`config.mk`:
```
export PLATFORM = sky130hd
export DESIGN_NAME = color_key_rle_encoder
export DESIGN_NICKNAME = d
export VERILOG_FILES = /design/src/rtl/cker_pkg.sv /design/src/rtl/cker_ram.sv /design/src/rtl/cker_front.sv /design/src/rtl/cker_cmd_fifo.sv /design/src/rtl/cker_back.sv /design/src/rtl/color_key_rle_encoder.sv
export VERILOG_INCLUDE_DIRS = /design/src /design/src/rtl
export SDC_FILE = /design/constraint.sdc
export NUM_CORES = 2
export LEC_CHECK = 0
export BUFFER_PORTS_ARGS = -buffer_cell sky130_fd_sc_hd__clkbuf_2
export CORE_UTILIZATION = 25
export DETAILED_ROUTE_END_ITERATION = 6
export GPL_TIMING_DRIVEN = 1
export PLACE_DENSITY = 0.42
export SLEW_MARGIN = 20
export SYNTH_ARGS = -nofsm -noshare
export SYNTH_HDL_FRONTEND = slang
export SYNTH_HIERARCHICAL = 1
export SYNTH_SLANG_ARGS = --single-unit
```
`constraint.sdc`:
```
create_clock -name clk -period 3.99 [get_ports clk]
set_input_delay 0.1995 -clock clk [delete_from_list [all_inputs] [get_ports clk]]
set_output_delay 0.1995 -clock clk [all_outputs]
set_load 0.01 [all_outputs]
```
`src/rtl/assert_macros.svh`:
```
// ----------------------------------------------------------------------------
// assert_macros.svh
// Concurrent assertion helpers, clocked on clk and disabled in reset.
// ----------------------------------------------------------------------------
`ifndef ASSERT_MACROS_SVH
`define ASSERT_MACROS_SVH

// Property checked at every rising edge outside reset
`define ASSERT_CLK(name, prop, msg) \
    name: assert property (@(posedge clk) disable iff (!rst_n) (prop)) else $error(msg);

// Same-cycle implication
`define ASSERT_IMPLY(name, cond, conseq, msg) \
    `ASSERT_CLK(name, (cond) |-> (conseq), msg)

`endif

```
`src/rtl/cker_pkg.sv`:
```
// ----------------------------------------------------------------------------
// cker_pkg
// Shared types, constants and helpers of the color key run-length encoder.
// ----------------------------------------------------------------------------
package cker_pkg;

    // Longest run before it is forced closed
    localparam int MAX_RUN_DEF = 126;

    // Run length field, fixed by the 7-bit count in the coded byte
    localparam int LEN_W = 7;

    // Command queue depth between front and back
    localparam int FIFO_DEPTH = 4;

    // Configuration register indexes
    localparam logic [0:0] CFG_KEY_ENABLE = 1'b0;
    localparam logic [0:0] CFG_KEY_VALUE  = 1'b1;

    // Kind of the open run
    typedef enum logic [1:0] {
        MODE_NONE  = 2'd0,
        MODE_LIT   = 2'd1,
        MODE_TRANS = 2'd2
    } mode_t;

    // Back-end byte sequencer states
    typedef enum logic [0:0] {
        SEQ_HDR  = 1'b0,
        SEQ_DATA = 1'b1
    } seq_state_t;

    // One closed run to be coded
    typedef struct packed {
        logic             is_lit;
        logic             bank;
        logic [LEN_W-1:0] len;
        logic             last;    // final run coded for its pixel
    } cmd_t;

    // Up to two closed runs per accepted pixel, older one first
    typedef struct packed {
        logic valid0;
        cmd_t cmd0;
        logic valid1;
        cmd_t cmd1;
    } cmd_push_t;

    // Literal buffer bank handed back by the back end
    typedef struct packed {
        logic valid;
        logic bank;
    } bank_rel_t;

    // Index bits needed for one bank of the literal buffer
    function automatic int idx_width(input int max_run);
        return (max_run > 1) ? $clog2(max_run) : 1;
    endfunction

endpackage

```
`src/rtl/cker_ram.sv`:
```
// ----------------------------------------------------------------------------
// cker_ram
// Generic simple dual-port RAM, one write port, one registered read port.
// ----------------------------------------------------------------------------
module cker_ram #(
    parameter int WIDTH = 8,
    parameter int DEPTH = 256
) (
    input  logic                     clk,
    input  logic                     wr_en,
    input  logic [$clog2(DEPTH)-1:0] wr_addr,
    input  logic [WIDTH-1:0]         wr_data,
    input  logic                     rd_en,
    input  logic [$clog2(DEPTH)-1:0] rd_addr,
    output logic [WIDTH-1:0]         rd_data
);

    logic [WIDTH-1:0] mem_reg [DEPTH];
    logic [WIDTH-1:0] rd_data_reg;

    // Write port
    always_ff @(posedge clk)
    begin
        if (wr_en)
        begin
            mem_reg[wr_addr] <= wr_data;
        end
    end

    // Registered read, holds when not enabled
    always_ff @(posedge clk)
    begin
        if (rd_en)
        begin
            rd_data_reg <= mem_reg[rd_addr];
        end
    end

    assign rd_data = rd_data_reg;

endmodule

```
`src/rtl/cker_front.sv`:
```
// ----------------------------------------------------------------------------
// cker_front
// Accepts pixels, classifies them against the key, tracks the open run,
// buffers literal pixels and queues one command per closed run.
// ----------------------------------------------------------------------------
module cker_front #(
    parameter int MAX_RUN = cker_pkg::MAX_RUN_DEF
) (
    input  logic                                 clk,
    input  logic                                 rst_n,
    input  logic                                 pix_valid,
    output logic                                 pix_stall,
    input  logic [7:0]                           pixel,
    input  logic                                 row_end,
    input  logic                                 cfg_we,
    input  logic [0:0]                           cfg_index,
    input  logic [7:0]                           cfg_data,
    input  logic                                 space2,
    output cker_pkg::cmd_push_t                  push,
    input  cker_pkg::bank_rel_t                  rel,
    output logic                                 wr_en,
    output logic [cker_pkg::idx_width(MAX_RUN):0] wr_addr,
    output logic [7:0]                           wr_data
);
    import cker_pkg::*;

    localparam int IDX_W = idx_width(MAX_RUN);

    logic             key_en_reg, key_en_next;
    logic [7:0]       key_val_reg, key_val_next;
    mode_t            mode_reg, mode_next;
    logic [LEN_W-1:0] len_reg, len_next;
    logic             bank_reg, bank_next;
    logic [1:0]       busy_reg, busy_next;

    logic             kind_lit;
    mode_t            kind;
    logic             close_old;
    logic             old_lit;
    logic             new_bank;
    logic [LEN_W-1:0] new_len;
    logic [LEN_W-1:0] wr_idx;
    logic             close_new;
    logic             bank_block;
    logic             accept;

    // Classify the pixel and work out what it does to the open run
    always_comb
    begin
        kind_lit   = !(key_en_reg && (pixel == key_val_reg));
        kind       = kind_lit ? MODE_LIT : MODE_TRANS;
        close_old  = (mode_reg != MODE_NONE) && (mode_reg != kind);
        old_lit    = (mode_reg == MODE_LIT);
        new_bank   = bank_reg ^ (close_old && old_lit);
        new_len    = close_old ? LEN_W'(1) : len_reg + LEN_W'(1);
        wr_idx     = close_old ? '0 : len_reg;
        close_new  = row_end || (new_len >= LEN_W'(MAX_RUN));
        // a new literal run needs its bank drained first
        bank_block = kind_lit && (mode_reg != MODE_LIT) && busy_reg[bank_reg];
        pix_stall  = !space2 || bank_block;
        accept     = pix_valid && !pix_stall;
    end

    // Literal pixel into the buffer
    always_comb
    begin
        wr_en   = accept && kind_lit;
        wr_addr = {new_bank, wr_idx[IDX_W-1:0]};
        wr_data = pixel;
    end

    // Commands for the runs this pixel closes
    always_comb
    begin
        push.valid0      = accept && close_old;
        push.cmd0.is_lit = old_lit;
        push.cmd0.bank   = bank_reg;
        push.cmd0.len    = len_reg;
        push.cmd0.last   = !close_new;
        push.valid1      = accept && close_new;
        push.cmd1.is_lit = kind_lit;
        push.cmd1.bank   = new_bank;
        push.cmd1.len    = new_len;
        push.cmd1.last   = 1'b1;
    end

    // Run state, bank tracking and configuration
    always_comb
    begin
        key_en_next  = key_en_reg;
        key_val_next = key_val_reg;
        mode_next    = mode_reg;
        len_next     = len_reg;
        bank_next    = bank_reg;
        busy_next    = busy_reg;

        if (cfg_we)
        begin
            unique case (cfg_index)
                CFG_KEY_ENABLE: key_en_next  = cfg_data[0];
                CFG_KEY_VALUE:  key_val_next = cfg_data;
                default:        key_en_next  = key_en_reg;
            endcase
        end

        if (rel.valid)
        begin
            busy_next[rel.bank] = 1'b0;
        end

        if (accept)
        begin
            if (close_old && old_lit)
            begin
                busy_next[bank_reg] = 1'b1;
            end
            if (close_new && kind_lit)
            begin
                busy_next[new_bank] = 1'b1;
            end
            bank_next = new_bank ^ (close_new && kind_lit);
            if (close_new)
            begin
                mode_next = MODE_NONE;
                len_next  = '0;
            end
            else
            begin
                mode_next = kind;
                len_next  = new_len;
            end
        end
    end

    always_ff @(posedge clk or negedge rst_n)
    begin
        if (!rst_n)
        begin
            key_en_reg  <= 1'b0;
            key_val_reg <= 8'd0;
            mode_reg    <= MODE_NONE;
            len_reg     <= '0;
            bank_reg    <= 1'b0;
            busy_reg    <= '0;
        end
        else
        begin
            key_en_reg  <= key_en_next;
            key_val_reg <= key_val_next;
            mode_reg    <= mode_next;
            len_reg     <= len_next;
            bank_reg    <= bank_next;
            busy_reg    <= busy_next;
        end
    end

endmodule

```
`src/rtl/cker_cmd_fifo.sv`:
```
// ----------------------------------------------------------------------------
// cker_cmd_fifo
// Short command queue between front and back; two pushes, one pop a cycle.
// ----------------------------------------------------------------------------
module cker_cmd_fifo (
    input  logic                clk,
    input  logic                rst_n,
    input  cker_pkg::cmd_push_t push,
    input  logic                pop,
    output cker_pkg::cmd_t      head,
    output logic                empty,
    output logic                space2
);
    import cker_pkg::*;

    localparam int PTR_W = $clog2(FIFO_DEPTH);
    localparam int CNT_W = PTR_W + 1;

    cmd_t             entry_reg [FIFO_DEPTH];
    logic [PTR_W-1:0] rd_ptr_reg, rd_ptr_next;
    logic [PTR_W-1:0] wr_ptr_reg, wr_ptr_next;
    logic [CNT_W-1:0] count_reg, count_next;
    logic [PTR_W-1:0] wr_ptr1;
    logic [CNT_W-1:0] n_push;
    logic             do_pop;

    // Pointer and fill bookkeeping
    always_comb
    begin
        do_pop      = pop && (count_reg != '0);
        n_push      = CNT_W'(push.valid0) + CNT_W'(push.valid1);
        wr_ptr1     = wr_ptr_reg + PTR_W'(push.valid0);
        wr_ptr_next = wr_ptr_reg + n_push[PTR_W-1:0];
        rd_ptr_next = rd_ptr_reg + PTR_W'(do_pop);
        count_next  = count_reg + n_push - CNT_W'(do_pop);
        empty       = (count_reg == '0);
        space2      = (count_reg <= CNT_W'(FIFO_DEPTH - 2));
        head        = entry_reg[rd_ptr_reg];
    end

    always_ff @(posedge clk or negedge rst_n)
    begin
        if (!rst_n)
        begin
            rd_ptr_reg <= '0;
            wr_ptr_reg <= '0;
            count_reg  <= '0;
        end
        else
        begin
            rd_ptr_reg <= rd_ptr_next;
            wr_ptr_reg <= wr_ptr_next;
            count_reg  <= count_next;
        end
    end

    // Entry storage, older command lands first
    always_ff @(posedge clk)
    begin
        if (push.valid0)
        begin
            entry_reg[wr_ptr_reg] <= push.cmd0;
        end
        if (push.valid1)
        begin
            entry_reg[wr_ptr1] <= push.cmd1;
        end
    end

endmodule

```
`src/rtl/cker_back.sv`:
```
// ----------------------------------------------------------------------------
// cker_back
// Turns queued runs into coded bytes, one a cycle unless the result stalls,
// and packs them four to a result word behind an output register.
// ----------------------------------------------------------------------------
module cker_back #(
    parameter int MAX_RUN = cker_pkg::MAX_RUN_DEF
) (
    input  logic                                  clk,
    input  logic                                  rst_n,
    input  cker_pkg::cmd_t                        head,
    input  logic                                  empty,
    output logic                                  pop,
    output cker_pkg::bank_rel_t                   rel,
    output logic                                  rd_en,
    output logic [cker_pkg::idx_width(MAX_RUN):0] rd_addr,
    input  logic [7:0]                            rd_data,
    output logic                                  res_valid,
    input  logic                                  res_stall,
    output logic [31:0]                           code_bytes,
    output logic [2:0]                            byte_count,
    output logic                                  burst_last
);
    import cker_pkg::*;

    localparam int IDX_W = idx_width(MAX_RUN);

    seq_state_t       state_reg, state_next;
    logic [LEN_W-1:0] idx_reg, idx_next;

    // byte stage (registered alongside the RAM read data)
    logic             s1_valid_reg;
    logic             s1_ram_reg;
    logic [7:0]       s1_hdr_reg;
    logic             s1_end_reg;

    // packing accumulator and output register
    logic [23:0]      acc_reg, acc_next;
    logic [1:0]       acc_cnt_reg, acc_cnt_next;
    logic             out_valid_reg, out_valid_next;
    logic [31:0]      out_word_reg;
    logic [2:0]       out_cnt_reg;
    logic             out_last_reg;

    logic             issue;
    logic             issue_ram;
    logic             issue_end;
    logic [7:0]       issue_hdr;
    logic             idx_last;
    logic             adv;
    logic             out_free;
    logic             word_done;
    logic             s1_take;
    logic [7:0]       s1_byte;
    logic [31:0]      word_full;

    // Packer handshake
    always_comb
    begin
        out_free  = !out_valid_reg || !res_stall;
        word_done = (acc_cnt_reg == 2'd3) || s1_end_reg;
        s1_take   = s1_valid_reg && (!word_done || out_free);
        adv       = !s1_valid_reg || s1_take;
        idx_last  = (idx_reg == head.len - LEN_W'(1));
    end

    // Sequencer next state
    always_comb
    begin
        state_next = state_reg;
        unique case (state_reg)
            SEQ_HDR:
            begin
                if (!empty && adv && head.is_lit)
                begin
                    state_next = SEQ_DATA;
                end
            end
            SEQ_DATA:
            begin
                if (adv && idx_last)
                begin
                    state_next = SEQ_HDR;
                end
            end
            default: state_next = SEQ_HDR;
        endcase
    end

    // Sequencer outputs
    always_comb
    begin
        issue     = 1'b0;
        issue_ram = 1'b0;
        issue_end = 1'b0;
        issue_hdr = {!head.is_lit, head.len};
        pop       = 1'b0;
        rel.valid = 1'b0;
        rel.bank  = head.bank;
        idx_next  = idx_reg;
        unique case (state_reg)
            SEQ_HDR:
            begin
                if (!empty && adv)
                begin
                    issue     = 1'b1;
                    issue_end = head.last && !head.is_lit;
                    pop       = !head.is_lit;
                    idx_next  = '0;
                end
            end
            SEQ_DATA:
            begin
                if (adv)
                begin
                    issue     = 1'b1;
                    issue_ram = 1'b1;
                    issue_end = head.last && idx_last;
                    pop       = idx_last;
                    rel.valid = idx_last;
                    idx_next  = idx_reg + LEN_W'(1);
                end
            end
            default: issue = 1'b0;
        endcase
    end

    assign rd_en   = issue_ram;
    assign rd_addr = {head.bank, idx_reg[IDX_W-1:0]};

    always_ff @(posedge clk or negedge rst_n)
    begin
        if (!rst_n)
        begin
            state_reg    <= SEQ_HDR;
            idx_reg      <= '0;
            s1_valid_reg <= 1'b0;
        end
        else
        begin
            state_reg <= state_next;
            idx_reg   <= idx_next;
            if (adv)
            begin
                s1_valid_reg <= issue;
            end
        end
    end

    // Byte stage payload
    always_ff @(posedge clk)
    begin
        if (adv)
        begin
            s1_ram_reg <= issue_ram;
            s1_hdr_reg <= issue_hdr;
            s1_end_reg <= issue_end;
        end
    end

    // Insert the byte into the accumulator
    always_comb
    begin
        s1_byte        = s1_ram_reg ? rd_data : s1_hdr_reg;
        word_full      = {8'd0, acc_reg} | ({24'd0, s1_byte} << {acc_cnt_reg, 3'b000});
        acc_next       = acc_reg;
        acc_cnt_next   = acc_cnt_reg;
        out_valid_next = out_valid_reg && res_stall;
        if (s1_take)
        begin
            if (word_done)
            begin
                acc_next       = '0;
                acc_cnt_next   = '0;
                out_valid_next = 1'b1;
            end
            else
            begin
                acc_next     = word_full[23:0];
                acc_cnt_next = acc_cnt_reg + 2'd1;
            end
        end
    end

    always_ff @(posedge clk or negedge rst_n)
    begin
        if (!rst_n)
        begin
            acc_reg       <= '0;
            acc_cnt_reg   <= '0;
            out_valid_reg <= 1'b0;
        end
        else
        begin
            acc_reg       <= acc_next;
            acc_cnt_reg   <= acc_cnt_next;
            out_valid_reg <= out_valid_next;
        end
    end

    // Output word register
    always_ff @(posedge clk)
    begin
        if (s1_take && word_done)
        begin
            out_word_reg <= word_full;
            out_cnt_reg  <= {1'b0, acc_cnt_reg} + 3'd1;
            out_last_reg <= s1_end_reg;
        end
    end

    assign res_valid  = out_valid_reg;
    assign code_bytes = out_word_reg;
    assign byte_count = out_cnt_reg;
    assign burst_last = out_last_reg;

endmodule

```
`src/rtl/color_key_rle_encoder.sv`:
```
// ----------------------------------------------------------------------------
// color_key_rle_encoder
// Run-length coder for 8-bit pixel rows with a transparent color key.
// ----------------------------------------------------------------------------
// Usage:
//   Pixel channel (pix_valid/pix_stall, pixel, row_end) takes one pixel per
//   transaction. Result channel (res_valid/res_stall) delivers words of up to
//   four coded bytes, first byte in bits 7..0, with byte_count and burst_last
//   marking the final word caused by one pixel. Config channel
//   (cfg_valid/cfg_ready, always ready) writes key_enable (index 0) and
//   key_value (index 1); write only while the block is idle.
//   Throughput: one pixel per cycle while runs are only extended. The back
//   end emits one coded byte per cycle unless the result is stalled, so a
//   closed literal run of n pixels occupies it for a header byte and n data
//   bytes; the front stalls when the 4-entry command queue has fewer than
//   two free slots or a new literal run needs a buffer bank still being
//   read out (two banks). Each queued run is sequenced into bytes, which pass
//   through the byte stage and are packed into the registered result word.
//   Reset clears run state, key registers and all valid flags; the literal
//   buffer needs no clearing. A stalled result holds and back-pressures the
//   byte sequencer, then the queue, then the pixel channel.
// ----------------------------------------------------------------------------
`include "assert_macros.svh"

module color_key_rle_encoder #(
    parameter int MAX_RUN = cker_pkg::MAX_RUN_DEF
) (
    input  logic        clk,
    input  logic        rst_n,
    input  logic        pix_valid,
    output logic        pix_stall,
    input  logic [7:0]  pixel,
    input  logic        row_end,
    output logic        res_valid,
    input  logic        res_stall,
    output logic [31:0] code_bytes,
    output logic [2:0]  byte_count,
    output logic        burst_last,
    input  logic        cfg_valid,
    output logic        cfg_ready,
    input  logic [0:0]  cfg_index,
    input  logic [7:0]  cfg_data
);
    import cker_pkg::*;

    localparam int IDX_W  = idx_width(MAX_RUN);
    localparam int ADDR_W = IDX_W + 1;

    cmd_push_t         push;
    bank_rel_t         rel;
    cmd_t              head;
    logic              fifo_empty;
    logic              fifo_space2;
    logic              fifo_pop;
    logic              wr_en;
    logic [ADDR_W-1:0] wr_addr;
    logic [7:0]        wr_data;
    logic              rd_en;
    logic [ADDR_W-1:0] rd_addr;
    logic [7:0]        rd_data;
    logic              cfg_we;

    // Config writes are taken in any cycle
    assign cfg_ready = 1'b1;
    assign cfg_we    = cfg_valid && cfg_ready;

    cker_front #(
        .MAX_RUN (MAX_RUN)
    ) u_front (
        .clk       (clk),
        .rst_n     (rst_n),
        .pix_valid (pix_valid),
        .pix_stall (pix_stall),
        .pixel     (pixel),
        .row_end   (row_end),
        .cfg_we    (cfg_we),
        .cfg_index (cfg_index),
        .cfg_data  (cfg_data),
        .space2    (fifo_space2),
        .push      (push),
        .rel       (rel),
        .wr_en     (wr_en),
        .wr_addr   (wr_addr),
        .wr_data   (wr_data)
    );

    cker_cmd_fifo u_fifo (
        .clk    (clk),
        .rst_n  (rst_n),
        .push   (push),
        .pop    (fifo_pop),
        .head   (head),
        .empty  (fifo_empty),
        .space2 (fifo_space2)
    );

    // Two banks of literal pixels
    cker_ram #(
        .WIDTH (8),
        .DEPTH (2 << IDX_W)
    ) u_lit_ram (
        .clk     (clk),
        .wr_en   (wr_en),
        .wr_addr (wr_addr),
        .wr_data (wr_data),
        .rd_en   (rd_en),
        .rd_addr (rd_addr),
        .rd_data (rd_data)
    );

    cker_back #(
        .MAX_RUN (MAX_RUN)
    ) u_back (
        .clk        (clk),
        .rst_n      (rst_n),
        .head       (head),
        .empty      (fifo_empty),
        .pop        (fifo_pop),
        .rel        (rel),
        .rd_en      (rd_en),
        .rd_addr    (rd_addr),
        .rd_data    (rd_data),
        .res_valid  (res_valid),
        .res_stall  (res_stall),
        .code_bytes (code_bytes),
        .byte_count (byte_count),
        .burst_last (burst_last)
    );

    // Checks
    `ASSERT_IMPLY(a_count_range, res_valid, (byte_count != 3'd0) && (byte_count <= 3'd4), "bad count")
    `ASSERT_IMPLY(a_single_zero, res_valid && (byte_count == 3'd1), code_bytes[31:8] == 24'd0, "upper bytes set")
    `ASSERT_IMPLY(a_queue_guard, !fifo_space2, pix_stall, "pixel taken without queue room")

endmodule

```
== After elaboration in Yosys (flattened, before gate mapping) ==
Memories as Yosys holds them, arrays and structs flattened. A register that Yosys moved wholly into a read port is not among the register bits.
Cells that the tools add are included.

* Logic and storage cells: 149
* Bits of input ports: 23
* Memory bits (writable): 2088
* Register bits after elaboration: 110
* Memories kept: 2

{| class="wikitable"
|+ Memories
! name !! words !! bits a word !! rd ports !! clocked after Yosys merged registers in !! write ports !! line !! source
|-
| u_lit_ram.mem_reg || 256 || 8 || 1 || 1 || 1 || cker_ram.sv:18 || <nowiki>logic [WIDTH-1:0] mem_reg [DEPTH];</nowiki>
|-
| u_fifo.entry_reg || 4 || 10 || 1 || 0 || 2 || cker_cmd_fifo.sv:19 || <nowiki>cmd_t entry_reg [FIFO_DEPTH];</nowiki>
|}

* Add/subtract/negate cells: 11
* Shift-type cells: 1
* Reductions and logical operators: 44
* Mux-type cells: 45
* Magnitude comparators: 8
* Equal/unequal tests: 8
* Bitwise logic cells: 9

{| class="wikitable"
|+ Operators with widths
! operator !! count
|-
| 7-bit two-way mux || 5
|-
| 24-bit by 32-bit OR with 32-bit output || 1
|-
| 8-bit by 5-bit << shifter with 32-bit output || 1
|-
| 24-bit two-way mux || 1
|-
| 1-bit logical AND || 22
|-
| 1-bit two-way mux || 22
|-
| 2-bit two-way mux || 8
|-
| 7-bit by 1-bit adder with 7-bit output, second input constant || 2
|-
| 7-bit one-hot mux with 2 select lines || 1
|-
| 1-bit logical NOT || 10
|-
| 8-bit == test || 1
|-
| 8-bit two-way mux || 1
|-
| 1-bit one-hot mux with 2 select lines || 4
|-
| 7-bit == test || 1
|-
| 7-bit greater-or-equal comparator, second input constant || 1
|-
| 7-bit by 1-bit subtractor with 7-bit output, second input constant || 1
|-
| 1-bit logical OR || 6
|-
| 1-bit by 2-bit < comparator with 1-bit output, second input constant || 3
|-
| 2-bit AND reduction || 3
|-
| 2-bit by 1-bit adder with 2-bit output || 2
|-
| 2-bit by 1-bit != test with 1-bit output, second input constant || 2
|-
| 2-bit OR || 2
|-
| 2-bit by 1-bit adder with 3-bit output, second input constant || 1
|-
| 3-bit adder || 1
|-
| 18 further kinds || 24
|}

== Logic depth before layout (Yosys ltp) ==
* Depth after elaboration: 15
* Depth in mapped cells: 16

== By module ==
The synthesis kept the hierarchy.

{| class="wikitable"
|+ Modules (own cells, without submodules)
! module !! area each (um^2) !! cells each !! times used
|-
| cker_ram || 79636.4 || 3733 || 1
|-
| cker_back || 3518.4 || 294 || 1
|-
| cker_cmd_fifo || 2409.8 || 138 || 1
|-
| cker_front || 1490.2 || 162 || 1
|-
| color_key_rle_encoder || 11.3 || 2 || 1
|}

== Worst setup path after synthesis ==
No wires, ideal clock.

* Path kind: reg-to-reg
* From: register u_fifo.rd_ptr_reg[0]
* To: register u_fifo.count_reg[2]
* Period minus slack after synthesis: 3.624 ns
* Slack: 0.366 ns
* Data required time: 3.867 ns
* Library setup time: 0.123 ns
* Cell stages (with the launch flop): 17
* Arrival time: 3.502 ns
* Cell sequence: dfrtp_1 buf_2 mux4_2 inv_1 ha_1 or2b_1 nor3_1 xnor2_1 nand4_2 o21ai_0 nor2b_1 ha_1 inv_1 ha_1 fa_1 xnor2_1 xnor2_1

{| class="wikitable"
|+ RTL lines
! element !! line !! source
|-
| from (decl) || cker_cmd_fifo.sv:20 || <nowiki>logic [PTR_W-1:0] rd_ptr_reg, rd_ptr_next;</nowiki>
|-
| from (signal assigned) || cker_cmd_fifo.sv:51 || <nowiki>rd_ptr_reg <= rd_ptr_next;</nowiki>
|-
| to (signal assigned) || cker_cmd_fifo.sv:53 || <nowiki>count_reg <= count_next;</nowiki>
|-
| to (decl) || cker_cmd_fifo.sv:22 || <nowiki>logic [CNT_W-1:0] count_reg, count_next;</nowiki>
|}

==> flow_summary.toml <==
[status]
outcome = "finished, final reports clean"

[die]
die_area_sq_um = 350600
start_util_pct = 25.13
core_sq_um = 346500
rows = 216
pin_count = 62
die_height_microns = 592.1
fp.dieW_microns = 592.1

[sta]
timing_hold_violations_final = 0
finalMaxSlewViolations = 0
worst-slew-pin-transition_ns = 1.207
min_period_over_period_pct = 95.77
skew_ns = 0.1083
post-route-min-period_ns = 3.821
rsz0062_at_grt = "true"
fmax_mhz = 261.7
hold_ws_ns = 0.08843
setup_viol = 0
relSlewSlack_pct = 19.52

[yosys]
post-synth-top-area-cell = "edfxtp_1"
synth.avg_cell_area_sq_um = 20.11
synthFlopType = "edfxtp_1"
synth_edf_count = 2142
syn_area_sq_um = 87070
ys_seq_area_share_pct = 75.72
yosys_warnings = 6
yosys-top-cells-area = "edfxtp_1, mux4_2, dfrtp_1"
syn_nets = 4364
synthDominantCellAreaShare_pct = 73.88
synth_seq_cells = 2206
yosysUniqueCellTypes = 87
synthArstFlopShare_pct = 2.901
syn_inst = 4329

[layout]
final_core_util_pct = 30.28
syn_to_final_growth_pct = 20.51
largest_register_ffs = 2048
drive_gt1_share_pct = 30.36
final_nets = 5001

[worst_setup_path]
critPathCaptureType = "flop"
crit_chain = "buf_4, mux4_2, nand2b_1, a21oi_1, o32ai_1, buf_4, nor3_1, buf_4, nor4_1"
worst_setup_path_start_kind = "flop"
critPathKind = "flop to flop"
slowest_stage = "mux4_2"
slowest_delay_ns = 0.83
cp.arrival_ns = 4.44
crit_top_cell = "buf_4"
required_ns = 4.61
critPathMaxFanout = 11

[clocking]
htree_levels = 4
clk_pin_slew_worst_paths_ns = 0.06
cts-root-buf = "clkbuf_16"
clock_path_buffers = 4
clock_sinks = 2206
cts_buffers = 245
cts_tree = "yes"
cts_setup_buffers = 0
clk-insertion-delay-late_ns = 0.94

[flow_run]
cap_violations = 0

[grt]
grt_overflow = 0
grt_use_met2_pct = 23.74
use_met1_pct = 19.73
grtUsageTotal_pct = 14.25
busiest_layer = "met2"
grt_max_degree = 193
met3_usage_pct = 2.061
grt_pass1_vias = 46340
grt_first_pass_wirelength_mm = 358.5
antenna_found_initial = 12

[route]
drt_wl_total_mm = 252.8
wire_per_inst_microns = 25.93
routed-via-count = 44480
drt_iter0_markers = 3866
postRouteAntennaNets = 0
via_per_inst = 4.563
drcViolationCount = 0
dr.pass1.iters = 5

[power]
p_leak_nw = 33.65
pwr-share-seq_pct = 38.3
intPower_mw = 48.13
power_switching_mw = 22.31
p_per_area_nw_per_um2 = 671.3
swShare_pct = 31.67
power.share.clock_pct = 31.9
ir_drop_uv = 416.1
combPwrFrac_pct = 29.8

[placed_design]
globalplace.congestion = 0.8019
hpwl_mm = 160.5
port_buffers = 60

[worst_hold_path]
hold_class = "primary input to flop"
[layout make-up]
| class | count | area, sq um |
|---|---|---|
| sequential | 2206 | 65940 |
| timing repair buffer | 666 | 5761 |
| multi-input combinational | 1801 | 19410 |
| tap | 4578 | 5728 |
| antenna | 5 | 12.51 |
| clock inverter | 144 | 1496 |
| inverter | 46 | 172.7 |
| fill | 33860 | 241500 |
| clock buffer | 302 | 6406 |
[stage by stage]
| step | cells | setup WS (ns) | power [mW] | setup TNS (ns) | cell area [sq um] |
|---|---|---|---|---|---|
| 2_1_floorplan | 4329 | 0.3656 | 39.78 | 0 | 87070 |
| 3_3_place_gp | 9263 | -0.2974 | 48.79 | -0.5096 | 96610 |
| 3_5_place_dp | 9263 | -0.2516 | 48.78 | -0.4839 | 96610 |
| 4_1_cts | 9743 | 0.07714 | 71.50 | 0 | 104900 |
| 5_1_grt | 9744 | -0.009384 | 73.20 | -0.01972 | 104900 |
| 6_report | 9748 | 0.1689 | 70.44 | 0 | 104900 |
[routing by layer]
metal	wire length (microns)	vias to the layer above	share of wire (%)
met1	113600	24030	45
li1	-	19140	-
met3	11810	299	4.7
met4	4711	2	1.9
met2	122700	1015	49
met5	7	-	0.0028
[final timing paths]
check                                startpoint              endpoint  slack [ns]  depth (start not counted)
max reg2reg                u_fifo/rd_ptr_reg[0]  u_lit_ram/rd_data[3]        0.17                          9
min in group asynchronous                 rst_n     u_back/acc_reg[8]        0.35                          4
min reg2reg                   u_back/s1_end_reg     u_back/burst_last        0.45                          0
max                        u_fifo/rd_ptr_reg[0]  u_lit_ram/rd_data[3]        0.17                          9
max in group asynchronous                 rst_n    u_front/len_reg[1]        2.98                          4
min                                   res_stall      u_back/res_valid        0.09                          3
[critical path: cells and delay by family (launching register included)]
kind	cells	cell delay, ns
AO/OA/AOI/OAI	2	0.98
multiplexers	1	0.83
AND/OR/NAND/NOR	3	0.69
buffers and inverters	3	0.64
flip-flops	1	0.41
[synthesized netlist by cell type, drive strengths merged, types with 3 or more instances]
library cell     n
nand3           42
ha              11
a211oi          16
mux2            60
nor4            29
nand4           14
o41ai            5
a22o            22
mux4           466
nor2b           38
or2b             4
or2              6
a21oi          127
xor2            10
mux2i          139
o21ai           26
and3            15
o22a             6
nor3            53
a2111oi          5
a311oi           3
and2            14
a22oi          133
xnor2           21
o32ai            5
nand2b          11
edfxtp        2142
nand3b           4
o22ai           31
o221ai          47
o211ai          10
dfrtp           64
nand2           62
inv             45
clkbuf         125
buf            151
a221oi          15
nor2           325
[placed cells by master, fill, tap and decap left out, drive strengths merged, types with 16 or more instances in the layout]
cell type	count
a211oi	16
a21oi	127
a22o	22
a22oi	133
buf	582
bufinv	28
clkbuf	353
clkinv	102
dfrtp	64
dlygate4sd3	33
edfxtp	2142
inv	51
mux2	60
mux2i	139
mux4	466
nand2	62
nand3	42
nor2	325
nor2b	38
nor3	53
nor4	29
o21ai	26
o221ai	47
o22ai	31
xnor2	21
[timing repair]
action | 4_1_cts | 5_1_grt
hold endpoints to repair | 258 | 0
setup endpoints to repair | 4 | 18
hold buffers | 34 | 0
gates resized for setup | 4 | 4
[power by group through the flow]
stage | Combinational [mW] | Sequential, mW | Clock [mW]
floorplan | 12.7 | 27.1 | 0
global placement | 21.3 | 27.5 | 0
detailed placement | 21.3 | 27.5 | 0
CTS | 21.4 | 27.0 | 23.1
global route | 22.3 | 27.1 | 23.9
finish | 21.0 | 27.0 | 22.5
[logic make-up after synthesis]
kind of cell | count (synthesis) | share of synthesized area [%]
compound gates | 465 | 3.759
xor+xnor | 31 | 0.3291
fa+ha+maj | 12 | 0.1811
buf+inv | 322 | 2.186
flops | 2206 | 75.72
mux | 665 | 14.48
other cells | 2 | 0.008626
simple gates | 626 | 3.344
No activity file was read; power rests on OpenSTA's default activity.
